$ cat config.mk
export PLATFORM = sky130hd
export DESIGN_NAME = slms_cfg_regs
export DESIGN_NICKNAME = d
export VERILOG_FILES = /design/src/rtl/slms_pkg.sv /design/src/rtl/slms_cfg_regs.sv
export SDC_FILE = /design/constraint.sdc
export NUM_CORES = 1
export LEC_CHECK = 0
export ABC_AREA = 1
export BUFFER_PORTS_ARGS = -buffer_cell sky130_fd_sc_hd__clkbuf_2
export CAP_MARGIN = 40
export CORE_MARGIN = 5
export CORE_UTILIZATION = 40
export DETAILED_ROUTE_END_ITERATION = 8
export GPL_ROUTABILITY_DRIVEN = 1
export PLACE_DENSITY = 0.74
export SYNTH_ARGS = -nofsm -noshare
export SYNTH_HDL_FRONTEND = slang
export SYNTH_SLANG_ARGS = --single-unit
$ cat constraint.sdc
create_clock -name i_clk -period 1.59 [get_ports i_clk]
set_input_delay 0.159 -clock i_clk [delete_from_list [all_inputs] [get_ports i_clk]]
set_output_delay 0.159 -clock i_clk [all_outputs]
set_load 0.05 [all_outputs]
$ cat src/rtl/slms_pkg.sv
// Shared types, constants and colour codes for the status LED sequencer.
package slms_pkg;

    localparam int NOW_W      = 32;
    localparam int HOLD_W     = 16;
    localparam int PCT_W      = 7;
    localparam int CH_W       = 8;
    localparam int CFG_IDX_W  = 2;
    localparam int CFG_DATA_W = 16;

    // Item kinds.
    localparam logic KIND_RUN = 1'b0;
    localparam logic KIND_SET = 1'b1;

    // Configuration register indexes.
    localparam logic [CFG_IDX_W-1:0] REG_BLINK_HALF = 2'd0;
    localparam logic [CFG_IDX_W-1:0] REG_CONN_HOLD  = 2'd1;
    localparam logic [CFG_IDX_W-1:0] REG_DISC_HOLD  = 2'd2;

    localparam logic [HOLD_W-1:0] BLINK_HALF_RESET = 16'd250;
    localparam logic [HOLD_W-1:0] CONN_HOLD_RESET  = 16'd5000;
    localparam logic [HOLD_W-1:0] DISC_HOLD_RESET  = 16'd2000;

    // Battery ramp breakpoints.
    localparam logic [PCT_W-1:0] PCT_MAX        = 7'd100;
    localparam logic [PCT_W-1:0] PCT_LOW_LIMIT  = 7'd20;
    localparam logic [PCT_W-1:0] PCT_MID_START  = 7'd21;
    localparam logic [PCT_W-1:0] PCT_HIGH_START = 7'd60;

    // 255/40 reduces to 51/8, so the upper ramp is exact with a shift.
    localparam logic [10:0] RED_SLOPE = 11'd51;
    localparam int          RED_SHIFT = 3;

    // Division by 38 done as multiplication by a scaled reciprocal.
    localparam logic [13:0] MID_SCALE   = 14'd255;
    localparam logic [28:0] GREEN_RECIP = 29'd27595;
    localparam int          GREEN_SHIFT = 20;

    localparam logic [CH_W-1:0] CH_FULL = 8'd255;

    typedef enum logic [1:0] {
        MODE_DISCONNECTED   = 2'd0,
        MODE_PAIRING        = 2'd1,
        MODE_JUST_CONNECTED = 2'd2,
        MODE_TRACKING       = 2'd3
    } t_link_mode;

    typedef struct packed {
        logic [CH_W-1:0] red;
        logic [CH_W-1:0] green;
        logic [CH_W-1:0] blue;
    } t_rgb;

    localparam t_rgb RGB_BLACK  = '{red: 8'd0,   green: 8'd0,   blue: 8'd0};
    localparam t_rgb RGB_RED    = '{red: 8'd255, green: 8'd0,   blue: 8'd0};
    localparam t_rgb RGB_BLUE   = '{red: 8'd0,   green: 8'd0,   blue: 8'd255};
    localparam t_rgb RGB_ORANGE = '{red: 8'd255, green: 8'd128, blue: 8'd0};
    localparam t_rgb RGB_PURPLE = '{red: 8'd128, green: 8'd0,   blue: 8'd128};

    typedef struct packed {
        logic [HOLD_W-1:0] blink_half_ms;
        logic [HOLD_W-1:0] conn_hold_ms;
        logic [HOLD_W-1:0] disc_hold_ms;
    } t_cfg;

    typedef struct packed {
        logic             kind;
        logic [NOW_W-1:0] now_ms;
        logic [1:0]       new_mode;
        logic             link_switch_on;
        logic             battery_valid;
        logic [PCT_W-1:0] battery_percent;
    } t_in_item;

endpackage

$ cat src/rtl/slms_cfg_regs.sv
// Configuration registers for blink period and hold times.
module slms_cfg_regs import slms_pkg::*; (
    input  logic                  i_clk,
    input  logic                  i_rst_n,
    input  logic                  i_we,
    input  logic [CFG_IDX_W-1:0]  i_idx,
    input  logic [CFG_DATA_W-1:0] i_data,
    output t_cfg                  o_cfg
);

    t_cfg r_cfg;

    always_ff @(posedge i_clk) begin
        if (!i_rst_n) begin
            r_cfg.blink_half_ms <= BLINK_HALF_RESET;
            r_cfg.conn_hold_ms  <= CONN_HOLD_RESET;
            r_cfg.disc_hold_ms  <= DISC_HOLD_RESET;
        end else if (i_we) begin
            unique case (i_idx)
                REG_BLINK_HALF: r_cfg.blink_half_ms <= i_data;
                REG_CONN_HOLD:  r_cfg.conn_hold_ms  <= i_data;
                REG_DISC_HOLD:  r_cfg.disc_hold_ms  <= i_data;
                default: begin
                    // Writes to an unknown index are dropped.
                end
            endcase
        end
    end

    assign o_cfg = r_cfg;

endmodule

==> flow_metrics.tcl <==
set metrics [dict create \
    outcome "finished, final reports clean" \
    viasPerCell 4.58 \
    routedWlPerCell_um 11.9 \
    rows 25 \
    crit_path_start_kind "flop" \
    synth_cell_types 14 \
    period_share_pct 69.4 \
    worstPathMaxFanout 2 \
    cts_hold_buffers 0 \
    largest_register_ffs 48 \
    path_delay_family "flip-flops" \
    cts_tree "done" \
    cts_resized 0 \
    crit_type "flop to output port" \
    io_pins 69 \
    netlist_area_mm2 0.00193 \
    reg2reg_setup_slack_ns 0.95 \
    antenna_cells 0 \
    clock_skew_ns 0 \
    drtAntennaViolNets 0 \
    irDropWorstVdd_v 0.000413 \
    worstPathRequired_ns 1.43 \
    yosysSeqAreaShare_pct 49.7 \
    clk_path_buf_depth 2 \
    cp-end-kind "output port" \
    drive_gt1_share_pct 24.4 \
    ys_seq_elements 48 \
    drtIter0Drc 151 \
    crit_arrival_ns 0.94 \
    grt_pass1_wl_um 8200 \
    hold_viol 0 \
    maxCapViolations 0 \
    cts_setup_buffers 0 \
    die_w_um 79.5 \
    yosysWarnings 0 \
    path_cells "clkbuf_2" \
    place_congestion 0.822 \
    crit_slowest_cell "dfxtp_1" \
    drtPass1Iterations 4 \
    dpl_worst_slack_ns 0.365 \
    wirelength_um 4880 \
    start_util_pct 41.0 \
    area_growth_pct 26.0 \
    fin_ws_ns 0.487 \
    period_needed_ns 1.10 \
    setup_tns_ns 0 \
    leakage_uw 0.00135 \
    cts.sinks 48 \
    port_buffers 68 \
    placed_cells 403 \
    cts_max_level 2 \
    slew_viol_final 0 \
    finalNonFillerCells 411 \
    slew_headroom_pct 76.5 \
    worst_pin_slew_ns 0.351 \
    die_h_um 79.5 \
    grt_max_degree 49 \
    crit_buf_inv 1 \
    slowest_delay_ns 0.36 \
    powerDensity_mw_per_mm2 1100 \
    rsz0062_at_grt "no" \
    syn-instance-count 278 \
    track_usage_pct 16.4 \
    grt_pass1_vias 1737 \
    fmax_ghz 0.907 \
    core_area_mm2 0.00472 \
    fin_nets 364 \
    synth_nets 299 \
    cts_buffers 5 \
    antenna_found_initial 0 \
    vias 1883 \
    drc 0 \
    syn_avg_cell_area_um2 6.96 \
    root_buffer "clkbuf_8" \
    hold_class "primary input to flop" \
    setup_viol 0 \
    clk_transition_reported_paths_ns 0.09 \
    worstSkewPairLatency_ns 0.29 \
    dp_hpwl_um 3510 \
    overflow 0 \
    dieArea_mm2 0.00633 \
]
## cell type report
type | count | area [um^2]
multi-input cells | 181 | 763
flip-flops and latches | 48 | 961
inverters | 33 | 124
well taps | 67 | 83.8
repair buffers | 74 | 398
clock buffers | 6 | 72.6
fillers | 508 | 2290
clock inverters | 2 | 35.0
## cell usage in the layout, fill, tap and decap left out
| cell | n |
|---|---|
| clkbuf_2 | 68 |
| bufinv_16 | 1 |
| a21oi_1 | 10 |
| nand3_1 | 33 |
| nand4_1 | 6 |
| nor2_2 | 1 |
| clkbuf_1 | 1 |
| nand2_1 | 76 |
| clkinv_2 | 1 |
| nand3_2 | 2 |
| buf_4 | 5 |
| inv_1 | 33 |
| buf_12 | 1 |
| dfxtp_1 | 48 |
| clkbuf_8 | 5 |
| nor2_1 | 53 |
## path summary, 6_finish.rpt
path	start	to	depth (start not counted)
max	o_cfg[24]$_SDFFE_PN1P_	o_cfg[24]	1
min	i_data[8]	o_cfg[24]$_SDFFE_PN1P_	3
max reg2reg	o_cfg[31]$_SDFFE_PN0P_	o_cfg[31]$_SDFFE_PN0P_	4
min reg2reg	o_cfg[6]$_SDFFE_PN1P_	o_cfg[6]$_SDFFE_PN1P_	2
## through the flow
step                      utilization (%)  hold slack [ns]  power (uW)  cell area (um^2)
after global placement               49.3            0.411        1840              2330
final                                51.6            0.104        2690              2440
after floorplan                         -            0.272        1710              1930
after detailed placement             49.3            0.419        1850              2330
after CTS                            51.6           0.0999        2720              2440
after global routing                 51.6            0.104        2810              2440
## worst min-delay path: stages
cell and delay [ns]:
clkbuf_2 0.11, nand2_1 0.06, nand3_1 0.05
## cell families (layout without fill, tap and decap cells)
group                  count (synthesis)  count (layout)  synth area share [%]
and+or+nand+nor                      171             171                  36.9
DFF                                   48              48                  49.7
buffers and inverters                 49             115                  10.9
AOI/OAI and AO/OA                     10              10                  2.59
## synthesized netlist by cell type
cell type	n	area share [%]
nor2_2	1	0.32
nand3_1	33	8.5
clkbuf_1	5	0.97
nand2_1	76	15
a21oi_1	10	2.6
inv_1	33	6.4
buf_1	2	0.39
nand3_2	2	1.0
nand4_1	6	1.9
buf_2	6	1.6
buf_6	2	1.2
buf_4	1	0.39
nor2_1	53	10
dfxtp_1	48	50
## routing by layer
| layer | global-route usage [%] | wire length (um) |
|---|---|---|
| met1 | 20.6 | 2200 |
| met4 | 5.15 | 58 |
| met2 | 26.7 | 2230 |
| met3 | 5.08 | 390 |
| met5 | 0 | 0 |
## power breakdown
group | switching (uW) | internal, uW | total, uW | leakage, uW
clock | 401 | 467 | 868 | 0.0000552
combinational | 395 | 126 | 522 | 0.000901
sequential | 33.9 | 1260 | 1300 | 0.000394
Power figures use the tool's default switching activity.
