==> src/rtl/slms_pkg.sv <==
// Shared types, constants and colour codes for the status LED sequencer.
package slms_pkg;

    localparam int NOW_W      = 32;
    localparam int HOLD_W     = 16;
    localparam int PCT_W      = 7;
    localparam int CH_W       = 8;
    localparam int CFG_IDX_W  = 2;
    localparam int CFG_DATA_W = 16;

    // Item kinds.
    localparam logic KIND_RUN = 1'b0;
    localparam logic KIND_SET = 1'b1;

    // Configuration register indexes.
    localparam logic [CFG_IDX_W-1:0] REG_BLINK_HALF = 2'd0;
    localparam logic [CFG_IDX_W-1:0] REG_CONN_HOLD  = 2'd1;
    localparam logic [CFG_IDX_W-1:0] REG_DISC_HOLD  = 2'd2;

    localparam logic [HOLD_W-1:0] BLINK_HALF_RESET = 16'd250;
    localparam logic [HOLD_W-1:0] CONN_HOLD_RESET  = 16'd5000;
    localparam logic [HOLD_W-1:0] DISC_HOLD_RESET  = 16'd2000;

    // Battery ramp breakpoints.
    localparam logic [PCT_W-1:0] PCT_MAX        = 7'd100;
    localparam logic [PCT_W-1:0] PCT_LOW_LIMIT  = 7'd20;
    localparam logic [PCT_W-1:0] PCT_MID_START  = 7'd21;
    localparam logic [PCT_W-1:0] PCT_HIGH_START = 7'd60;

    // 255/40 reduces to 51/8, so the upper ramp is exact with a shift.
    localparam logic [10:0] RED_SLOPE = 11'd51;
    localparam int          RED_SHIFT = 3;

    // Division by 38 done as multiplication by a scaled reciprocal.
    localparam logic [13:0] MID_SCALE   = 14'd255;
    localparam logic [28:0] GREEN_RECIP = 29'd27595;
    localparam int          GREEN_SHIFT = 20;

    localparam logic [CH_W-1:0] CH_FULL = 8'd255;

    typedef enum logic [1:0] {
        MODE_DISCONNECTED   = 2'd0,
        MODE_PAIRING        = 2'd1,
        MODE_JUST_CONNECTED = 2'd2,
        MODE_TRACKING       = 2'd3
    } t_link_mode;

    typedef struct packed {
        logic [CH_W-1:0] red;
        logic [CH_W-1:0] green;
        logic [CH_W-1:0] blue;
    } t_rgb;

    localparam t_rgb RGB_BLACK  = '{red: 8'd0,   green: 8'd0,   blue: 8'd0};
    localparam t_rgb RGB_RED    = '{red: 8'd255, green: 8'd0,   blue: 8'd0};
    localparam t_rgb RGB_BLUE   = '{red: 8'd0,   green: 8'd0,   blue: 8'd255};
    localparam t_rgb RGB_ORANGE = '{red: 8'd255, green: 8'd128, blue: 8'd0};
    localparam t_rgb RGB_PURPLE = '{red: 8'd128, green: 8'd0,   blue: 8'd128};

    typedef struct packed {
        logic [HOLD_W-1:0] blink_half_ms;
        logic [HOLD_W-1:0] conn_hold_ms;
        logic [HOLD_W-1:0] disc_hold_ms;
    } t_cfg;

    typedef struct packed {
        logic             kind;
        logic [NOW_W-1:0] now_ms;
        logic [1:0]       new_mode;
        logic             link_switch_on;
        logic             battery_valid;
        logic [PCT_W-1:0] battery_percent;
    } t_in_item;

endpackage

==> src/rtl/slms_battery_map.sv <==
// Maps a battery percentage to an LED colour on the red-to-green ramp, blinking red at or below the low limit.
module slms_battery_map import slms_pkg::*; (
    input  logic [PCT_W-1:0] i_percent,
    input  logic             i_phase,
    output t_rgb             o_color
);

    logic [PCT_W-1:0] pct_sat;
    logic [5:0]       hi_off;
    logic [10:0]      red_drop;
    logic [5:0]       mid_off;
    logic [13:0]      mid_scaled;
    logic [28:0]      green_prod;

    always_comb begin
        pct_sat    = (i_percent > PCT_MAX) ? PCT_MAX : i_percent;
        hi_off     = 6'(pct_sat - PCT_HIGH_START);
        red_drop   = 11'(hi_off) * RED_SLOPE;
        mid_off    = 6'(pct_sat - PCT_MID_START);
        mid_scaled = 14'(mid_off) * MID_SCALE;
        green_prod = 29'(mid_scaled) * GREEN_RECIP;

        priority if (pct_sat <= PCT_LOW_LIMIT) begin
            o_color = i_phase ? RGB_RED : RGB_BLACK;
        end else if (pct_sat >= PCT_HIGH_START) begin
            o_color.red   = CH_FULL - 8'(red_drop >> RED_SHIFT);
            o_color.green = CH_FULL;
            o_color.blue  = '0;
        end else begin
            o_color.red   = CH_FULL;
            o_color.green = 8'(green_prod >> GREEN_SHIFT);
            o_color.blue  = '0;
        end
    end

endmodule

==> src/rtl/slms_engine.sv <==
// Link mode state machine, blink timing and colour selection for one item.
module slms_engine import slms_pkg::*; (
    input  logic     i_clk,
    input  logic     i_rst_n,
    input  t_cfg     i_cfg,
    input  logic     i_fire,
    input  t_in_item i_item,
    output t_rgb     o_color
);

    t_link_mode       r_mode;
    t_link_mode       n_mode;
    logic [NOW_W-1:0] r_deadline;
    logic [NOW_W-1:0] n_deadline;
    logic             r_phase;
    logic [NOW_W-1:0] r_last_flip;
    t_rgb             r_shown;

    logic [NOW_W-1:0] elapsed;
    logic             is_run;
    logic             flip;
    logic             phase;
    logic             due;
    t_rgb             batt_color;
    t_rgb             color;

    // Wrap-safe age of the last flip: modular subtraction.
    always_comb begin
        is_run  = (i_item.kind == KIND_RUN);
        elapsed = i_item.now_ms - r_last_flip;
        flip    = is_run && (elapsed >= NOW_W'(i_cfg.blink_half_ms));
        phase   = r_phase ^ flip;
        due     = (i_item.now_ms >= r_deadline);
    end

    slms_battery_map u_battery_map (
        .i_percent (i_item.battery_percent),
        .i_phase   (phase),
        .o_color   (batt_color)
    );

    // Next state of the link mode and its hold deadline.
    always_comb begin
        n_mode     = r_mode;
        n_deadline = r_deadline;
        if (!is_run) begin
            n_mode = t_link_mode'(i_item.new_mode);
            if (t_link_mode'(i_item.new_mode) == MODE_JUST_CONNECTED) begin
                n_deadline = i_item.now_ms + NOW_W'(i_cfg.conn_hold_ms);
            end else if (t_link_mode'(i_item.new_mode) == MODE_DISCONNECTED) begin
                n_deadline = i_item.now_ms + NOW_W'(i_cfg.disc_hold_ms);
            end
        end else if (i_item.link_switch_on) begin
            unique case (r_mode)
                MODE_JUST_CONNECTED: if (due) n_mode = MODE_TRACKING;
                MODE_DISCONNECTED:   if (due) n_mode = MODE_PAIRING;
                default: begin
                end
            endcase
        end
    end

    // Colour shown for a run item.
    always_comb begin
        if (!i_item.link_switch_on) begin
            color = i_item.battery_valid ? batt_color
                                         : (phase ? RGB_PURPLE : RGB_BLACK);
        end else begin
            unique case (r_mode)
                MODE_PAIRING:        color = phase ? RGB_BLUE : RGB_BLACK;
                MODE_JUST_CONNECTED: color = RGB_BLUE;
                MODE_DISCONNECTED:   color = phase ? RGB_ORANGE : RGB_BLACK;
                MODE_TRACKING:       color = i_item.battery_valid ? batt_color : r_shown;
            endcase
        end
    end

    always_ff @(posedge i_clk) begin
        if (!i_rst_n) begin
            r_mode      <= MODE_DISCONNECTED;
            r_deadline  <= '0;
            r_phase     <= 1'b0;
            r_last_flip <= '0;
            r_shown     <= RGB_BLACK;
        end else if (i_fire) begin
            r_mode     <= n_mode;
            r_deadline <= n_deadline;
            if (is_run) begin
                r_phase <= phase;
                r_shown <= color;
                if (flip) begin
                    r_last_flip <= i_item.now_ms;
                end
            end
        end
    end

    assign o_color = color;

endmodule

==> config.mk <==
export PLATFORM = sky130hd
export DESIGN_NAME = slms_engine
export DESIGN_NICKNAME = d
export VERILOG_FILES = /design/src/rtl/slms_pkg.sv /design/src/rtl/slms_battery_map.sv /design/src/rtl/slms_engine.sv
export SDC_FILE = /design/constraint.sdc
export NUM_CORES = 1
export LEC_CHECK = 0
export ABC_CLOCK_PERIOD_IN_PS = 38500
export BUFFER_PORTS_ARGS = -buffer_cell sky130_fd_sc_hd__buf_4
export CORE_ASPECT_RATIO = 1.2
export CORE_MARGIN = 4
export CORE_UTILIZATION = 35
export CTS_CLUSTER_DIAMETER = 120
export CTS_CLUSTER_SIZE = 12
export DETAILED_ROUTE_END_ITERATION = 10
export GPL_TIMING_DRIVEN = 0
export PLACE_DENSITY_LB_ADDON = 0.25
export SYNTH_ARGS = -nofsm -noshare
export SYNTH_HDL_FRONTEND = slang
export SYNTH_HIERARCHICAL = 1
export SYNTH_SLANG_ARGS = --single-unit
export TNS_END_PERCENT = 20
==> constraint.sdc <==
create_clock -name i_clk -period 38.5 [get_ports i_clk]
set_input_delay 7.7 -clock i_clk [delete_from_list [all_inputs] [get_ports i_clk]]
set_output_delay 7.7 -clock i_clk [all_outputs]
set_load 0.005 [all_outputs]
==> metrics.md, run 1 <==
| Metric | Value |
|---|---|
| Largest fanout on the critical path | `8` |
| Cell Rows | `slightly above 80` |
| Final core utilization | `0.401` |
| Transition time of the tightest slew-check pin | `1250 ps` |
| Effective utilization at floorplan | `0.356` |
| Reg2Reg Launch Point | `r_last_flip[1]` |
| Number of antenna violations at the first check in global routing | `2` |
| Number of register bits inferred by synthesis | `between 90 and 100` |
| Capturing point of the worst reg2reg path | `r_shown[16]` |
| Buffer cell driving the clock tree root | `clkbuf_16` |
| Count of flip-flops with a built-in enable after synthesis | `0` |
| Most common library cell in the layout ignoring fill and taps | `inv_1` |
| Setup repair after global routing missed its margin | `false` |
| Iteration-0 DRC Markers | `approximately 570` |
| Outcome | `completed` |
| Via count of the first global-routing pass | `12,814` |
| Total CTS buffers | `9` |
| Fraction of registers with async set/reset | `0` |
| Endpoint required time on the critical path | `roughly 31,000 ps` |
| Count of hold buffers inserted by post-cts repair | `0` |
| Hold Startpoint | `r_shown[11]` |
| Post-Synthesis Mean Instance Area | `8.25 µm²` |
| Global-route wire length before repair | `~66 mm` |
| Register area share after synthesis | `0.125` |
| Data arrival, critical path | `roughly 21,000 ps` |
| Critical-path cell with the highest stage delay | `fa_1` |
| Post-DR wirelength/cell | `16.6 µm` |
| Initial DRT Pass Iterations | `5` |
| Area growth syn-to-layout | `12.6%` |
| Flop-to-flop setup slack | `between 30,000 and 40,000 ps` |
| Via Count | `approximately 12,000` |
| Number of nets still failing antenna checks after routing | `0` |
| Worst Path Class, Setup | `input pin to output port` |
| Worst-case reg-to-reg path depth | `24` |
| Clock Skew | `about 9.8 ps` |
| Count of unresolved DRC violations after routing | `0` |
| Total I/O pin count | `119` |
| Total global-route track usage | `0.181` |
| H-Tree Depth | `3` |
| Post-route minimum period | `28,490 ps` |
| Count of yosys warnings during synthesis | `6` |
| Stage delay of the slowest cell on the critical path | `780 ps` |
| Hold EP | `r_shown[11]` |
| Num Clock Sinks | `91` |
| Clock tree from TritonCTS | `built` |
| Critical Path Sink Type | `output port` |
| Critical path's most frequent cell | `fa_1` |
| Hold Crit Depth | `2` |
| Die extent in y | `around 230 µm` |
| Leading cell types in the layout, fill and taps excluded | `inv_1 (271), ha_1 (257), a21oi_1 (132), nand2_1 (128), buf_4 (122)` |
| Clock Latency Late Sink | `~370 ps` |
| Core ar. | `approximately 0.041 mm²` |
| Final net count | `about 2,300` |
| Setup violation total in the final timing report | `0` |
| Crit start category | `input pin` |
| Slew Viols, Final | `0` |
| Post-synthesis instance total | `~1,800` |
| Layout cells sized above 1 | `0.103` |
| CTS clock-pin slew for the worst setup and hold paths | `~70 ps` |
| Die width | `a little under 200 µm` |
| Max-slew headroom at the worst pin | `0.162` |
| Port Buffers | `between 100 and 150` |
| Post-CTS resize count | `0` |
| Ratio of routed vias to standard cells | `around 5` |
| Mapped Area | `approximately 0.015 mm²` |
| Sum of negative setup slack | `0 ps` |
| Die Outline Area | `approximately 0.045 mm²` |
| Unique masters post-synth | `85` |
| Final number of hold-violating endpoints | `0` |
| Kind of path behind the tightest hold check | `register to register` |
| Post-detailed-placement half-perimeter wirelength | `34.9 mm` |
| Last weighted congestion value of the routability-driven placer | `around 0.9` |
| Maximum number of pins on one net before global-route repair | `15` |
| Most instantiated flip-flop cell in the synthesis netlist | `dfxtp_1` |
| Maximum clock insertion buffer count | `2` |
| Final period utilization | `0.740` |
| Max-Cap Viols | `0` |
| Post-CTS Repair Setup Buffers | `0` |
| Remaining Overflow, GRT | `0` |
| Aggregate routed wire length | `40.6 mm` |
| Maximum clock rate | `35.1 MHz` |
stage by stage:
step	hold slack, ps	setup WS (ps)	cell area (µm²)	std cells
2_1_floorplan	441	12250	14600	1775
3_3_place_gp	449	10050	16100	2425
3_5_place_dp	458	10020	16100	2425
4_1_cts	468	9880	16400	2440
5_1_grt	498	9050	16400	2441
6_report	465	10010	16400	2443
registers in the layout, summed over array words and instances, names as in the netlist:
| name | flops |
|---|---|
| r_last_flip | 32 |
| r_phase | 1 |
| r_mode | 2 |
| r_deadline | 32 |
| r_shown | 24 |
worst max-delay path, delay by kind of cell:
family	cells	cell delay [ps]
multiplexers	2	780
adder cells (fa/ha/maj)	11	5540
buffers and inverters	10	1660
XOR/XNOR	1	410
AND/OR/NAND/NOR	6	1430
AO/OA/AOI/OAI	11	3250
cells in the mapped netlist, types with 16 or more instances:
cell type	instances	area [µm²]
nor2_1	74	278
clkbuf_1	37	139
a31oi_1	19	119
nor3_1	22	110
a21o_1	32	240
nand3_1	35	175
mux2i_1	45	450
dfxtp_1	91	1820
ha_1	257	3220
nand2_1	128	480
xnor2_1	46	403
o21a_1	17	128
inv_1	271	1020
xor2_1	34	298
nor2b_1	57	357
a21oi_1	132	661
mux2_2	17	191
a22o_1	16	140
and2_1	21	131
o21ai_0	82	410
fa_1	95	1900
nand2b_1	19	119
worst max path at each step:
stage	slack (ps)	depth (start not counted)	startpoint	end
after floorplan	12250	40	i_item[2]	o_color[15]
after global placement	10050	41	i_item[2]	o_color[15]
after detailed placement	10020	44	i_item[2]	o_color[15]
after CTS	9880	41	i_item[2]	o_color[15]
after global routing	9050	41	i_item[2]	o_color[15]
final	10010	41	i_item[2]	o_color[15]
metal layers:
layer | global-route usage | up-vias | share of wire
li1 | - | 6316 | -
met1 | 0.211 | 5869 | 0.42
met2 | 0.337 | 222 | 0.52
met3 | 0.0263 | 51 | 0.031
met4 | 0.0622 | 0 | 0.029
met5 | 0 | - | 0
layout make-up:
type,instances,area (µm²)
plain buffers,59,300
clock buffers,12,256
flip-flops and latches,91,1820
fillers,4269,24500
clock inverters,3,23.8
inverters,272,1020
diodes,2,5.00
repair buffers,112,841
well taps,539,674
multi-input cells,1353,11500
cell families after synthesis:
group,Yosys count,share of synthesized area
AOI/OAI and AO/OA,430,0.195
and+or+nand+nor,419,0.145
adders and majority gates,352,0.351
buffers and inverters,331,0.0906
DFF,91,0.125
xor gates and xnor gates,81,0.0496
muxes,63,0.0448
other,1,0.000257
Power of run 1 is not shown: default switching activity piles up to over one toggle a cycle in this logic, so the estimate is an artifact.
==> inputs of run 2 (changes only) <==
Settings changed: ABC_AREA set to 1, ABC_CLOCK_PERIOD_IN_PS 38500 to 29700.
Clock period 38.5 ns to 29.7 ns, I/O delays scaled along.
==> run 2 against run 1 <==
Net effect: register-to-register slack got worse by 6600 ps; flip-flop and latch count unchanged; final cell count increased by 24%; sequential share of layout area decreased by 0.75 points; critical endpoint unchanged; global-route usage increased by 0.94 points; worst setup slack got worse by 3200 ps; die area increased by 7.4%; non-clock buffer count decreased by 9; final area increased by 7.3%; clock skew increased by 3.2 ps; critical path depth increased by 10; clock-buffer cell count increased by 2.
==> metrics.md, run 2 <==
| Metric | Value |
|---|---|
| Count of hold buffers inserted by post-cts repair | `0 (unchanged)` |
| Kind of path behind the tightest hold check | `register to register` |
| Library cell with the largest summed area after synthesis | `ha_1` |
| Cell Rows | `84 (+3.7%)` |
| Die Outline Area | `0.0484 mm² (+7.4%)` |
| Area fraction in and, or, nand and nor cells after synthesis | `0.241 (+0.0966)` |
| Effective utilization at floorplan | `0.356 (about the same)` |
| CTS clock-pin slew for the worst setup and hold paths | `60 ps (about the same)` |
| Ratio of routed vias to standard cells | `4.88 (-4.3%)` |
| Maximum number of pins on one net before global-route repair | `14 (-1)` |
| Worst setup path startpoint | `i_item[4]` |
| Largest fanout on the critical path | `7 (-1)` |
| Area growth syn-to-layout | `12.1%` |
| Number of nets still failing antenna checks after routing | `0 (unchanged)` |
| Clock Skew | `13.0 ps (+3.19 ps)` |
| Number of register bits inferred by synthesis | `91 (unchanged)` |
| Worst-case reg-to-reg path depth | `29 (+21%)` |
| Via Count | `14,824 (+19%)` |
| Critical Path Sink Type | `output port` |
| Most frequent cells after synthesis | `nand2_1 (535), inv_1 (505), ha_1 (257), a21oi_1 (182), nor2_1 (131)` |
| Fraction of registers with async set/reset | `0 (unchanged)` |
| Buffer cell driving the clock tree root | `clkbuf_16` |
| Most repeated cell in the gate-level netlist after synthesis | `nand2_1` |
| Worst Path Class, Setup | `input pin to output port` |
| Transition time of the tightest slew-check pin | `854 ps (-397 ps)` |
| Largest family of logic cells by synthesized area | `adder cells` |
| Via count of the first global-routing pass | `14,672 (+14%)` |
| Post-DR wirelength/cell | `15.3 µm (-7.8%)` |
| Share of the synthesized area in compound gates (AO/OA/AOI/OAI) | `0.129 (-0.0651)` |
| Post-CTS Repair Setup Buffers | `0 (unchanged)` |
| H-Tree Depth | `3 (unchanged)` |
| Critical path's most frequent cell | `nand2_1` |
| Unique masters post-synth | `58 (-32%)` |
| Area share of xor/xnor cells in the synthesized design | `0.0361 (-0.0134)` |
| Main area contributors after synthesis | `ha_1 (20%), nand2_1 (13%), fa_1 (12%)` |
| Clock Latency Late Sink | `370 ps (about the same)` |
| Leading cell types in the layout, fill and taps excluded | `nand2_1 (535), inv_1 (505), ha_1 (257), a21oi_1 (182), nor2_1 (131)` |
| Critical-path cell with the highest stage delay | `fa_1` |
| Mapped Area | `0.0157 mm² (+7.7%)` |
| Layout cells sized above 1 | `0.101 (-0.00168)` |
| Total CTS buffers | `9 (unchanged)` |
| Port Buffers | `118 (+6.3%)` |
| Sum of negative setup slack | `0 ps (unchanged)` |
| Mux cell area share after synthesis | `0.0115 (-0.0333)` |
| Flop-to-flop setup slack | `25,580 ps (-6560 ps)` |
| Total global-route track usage | `0.190 (+0.00940)` |
| Max-slew headroom at the worst pin | `0.427 (+0.265)` |
| Post-detailed-placement half-perimeter wirelength | `40.7 mm (+17%)` |
| Post-CTS resize count | `0 (unchanged)` |
| Endpoint required time on the critical path | `23,760 ps (-7040 ps)` |
| Setup repair after global routing missed its margin | `false` |
| Die extent in y | `240 µm (+3.7%)` |
| Post-Synth Adder-Cell Area | `0.326 (-0.0252)` |
| Post-synthesis instance total | `2,338 (+32%)` |
| Post-Synthesis Mean Instance Area | `6.72 µm² (-19%)` |
| Iteration-0 DRC Markers | `696 (+23%)` |
| Remaining Overflow, GRT | `0 (unchanged)` |
| Reg2Reg Launch Point | `r_last_flip[12]` |
| Max-Cap Viols | `0 (unchanged)` |
| Number of antenna violations at the first check in global routing | `0 (-2)` |
| Crit start category | `input pin` |
| Aggregate routed wire length | `46.5 mm (+15%)` |
| Area share of the leading cell type in the synthesized netlist | `0.205 (-0.0158)` |
| Most common library cell in the layout ignoring fill and taps | `nand2_1` |
| Capturing point of the worst reg2reg path | `r_shown[20]` |
| Final net count | `2,921 (+25%)` |
| Timing endpoint of the critical path | `o_color[15]` |
| Diode count | `0 (-2)` |
| Final number of hold-violating endpoints | `0 (unchanged)` |
| Maximum clock rate | `approximately 44 MHz` |
| Register area share after synthesis | `0.116 (-0.00896)` |
| Final period utilization | `0.771` |
| Setup violation total in the final timing report | `0 (unchanged)` |
| Outcome | `completed` |
| Biggest regs | `r_deadline (32), r_last_flip (32), r_shown (24)` |
| Post-route minimum period | `around 23,000 ps` |
| Most instantiated flip-flop cell in the synthesis netlist | `dfxtp_1` |
| Slew Viols, Final | `0 (unchanged)` |
| Stage delay of the slowest cell on the critical path | `790 ps (about the same)` |
| Data arrival, critical path | `16,970 ps (-3820 ps)` |
| Count of flip-flops with a built-in enable after synthesis | `0 (unchanged)` |
| Clock tree from TritonCTS | `built` |
| Count of unresolved DRC violations after routing | `0 (unchanged)` |
| Initial DRT Pass Iterations | `5 (unchanged)` |
| Layout fillers | `4,682 (+9.7%)` |
| Total I/O pin count | `119 (unchanged)` |
| Die width | `201 µm (+3.6%)` |
| Last weighted congestion value of the routability-driven placer | `0.912 (+0.30%)` |
| Maximum clock insertion buffer count | `2 (unchanged)` |
| Global-route wire length before repair | `74.4 mm (+13%)` |
| Num Clock Sinks | `91 (unchanged)` |
| Core ar. | `0.0441 mm² (+7.8%)` |
| Count of yosys warnings during synthesis | `6 (unchanged)` |
## run 2: cell count changes after synthesis, moves of 16 or more
cell,before,now
nand2_1,128,535
inv_1,271,505
nor2_1,74,131
nor2b_1,57,0
a21oi_1,132,182
nand3_1,35,81
mux2i_1,45,0
o21ai_1,1,33
xnor2_1,46,23
nand2_2,0,22
a21o_1,32,12
nand2b_1,19,1
nor2_2,0,16
## run 2: worst min-delay path by stage
stage	endpoint	slack, ps	cells past startpoint	start
2_1_floorplan	r_last_flip[10]	430	2	r_last_flip[10]
6_report	r_last_flip[12]	460	2	r_last_flip[12]
3_3_place_gp	r_last_flip[15]	450	2	r_last_flip[15]
4_1_cts	r_last_flip[20]	460	2	r_last_flip[20]
3_5_place_dp	r_last_flip[20]	450	2	r_last_flip[20]
5_1_grt	r_shown[10]	480	2	r_shown[10]
## run 2: kinds of logic after synthesis
group | Yosys count
adder cells (fa/ha/maj) | 352
AO/OA/AOI/OAI | 370
flip-flops | 91
XOR/XNOR | 64
buffers and inverters | 568
other | 1
multiplexers | 16
AND/OR/NAND/NOR | 876
## run 2: worst max-delay path: cells and delay by family
kind	cells	cell delay (ps)
buffers and inverters	9	1030
xor gates and xnor gates	2	780
AOI/OAI and AO/OA	7	990
adders and majority gates	12	5730
and+or+nand+nor	21	2510
## run 2: cell type report
class	count	area, µm²	share of cell area
Sequential cell	91	1820	0.103
Clock inverter	2	35.0	0.00199
Multi-Input combinational cell	1686	11700	0.665
Tap cell	559	699	0.0397
Timing Repair Buffer	118	886	0.0503
Buffer	44	230	0.0131
Inverter	524	1970	0.112
Clock buffer	14	254	0.0144
## run 2: routing by layer
metal  routed length [µm]  global-route usage  vias up
li1                     -                   -     7621
met1                20000               0.230     6798
met2                23400               0.352      324
met3                 1560              0.0174       81
met4                 1530              0.0655        0
met5                    0                   0        -
## run 2: through the flow
stage	util	setup slack (ps)	instances	hold WS [ps]	instance area, µm²
after floorplan	-	8410	2345	433	15700
after global placement	0.393	6850	3022	446	17300
after detailed placement	0.393	6720	3022	451	17300
after CTS	0.399	6700	3038	461	17600
after global routing	0.399	5760	3038	478	17600
final	0.399	6790	3038	458	17600
Power of run 2 is left out for the same reason.
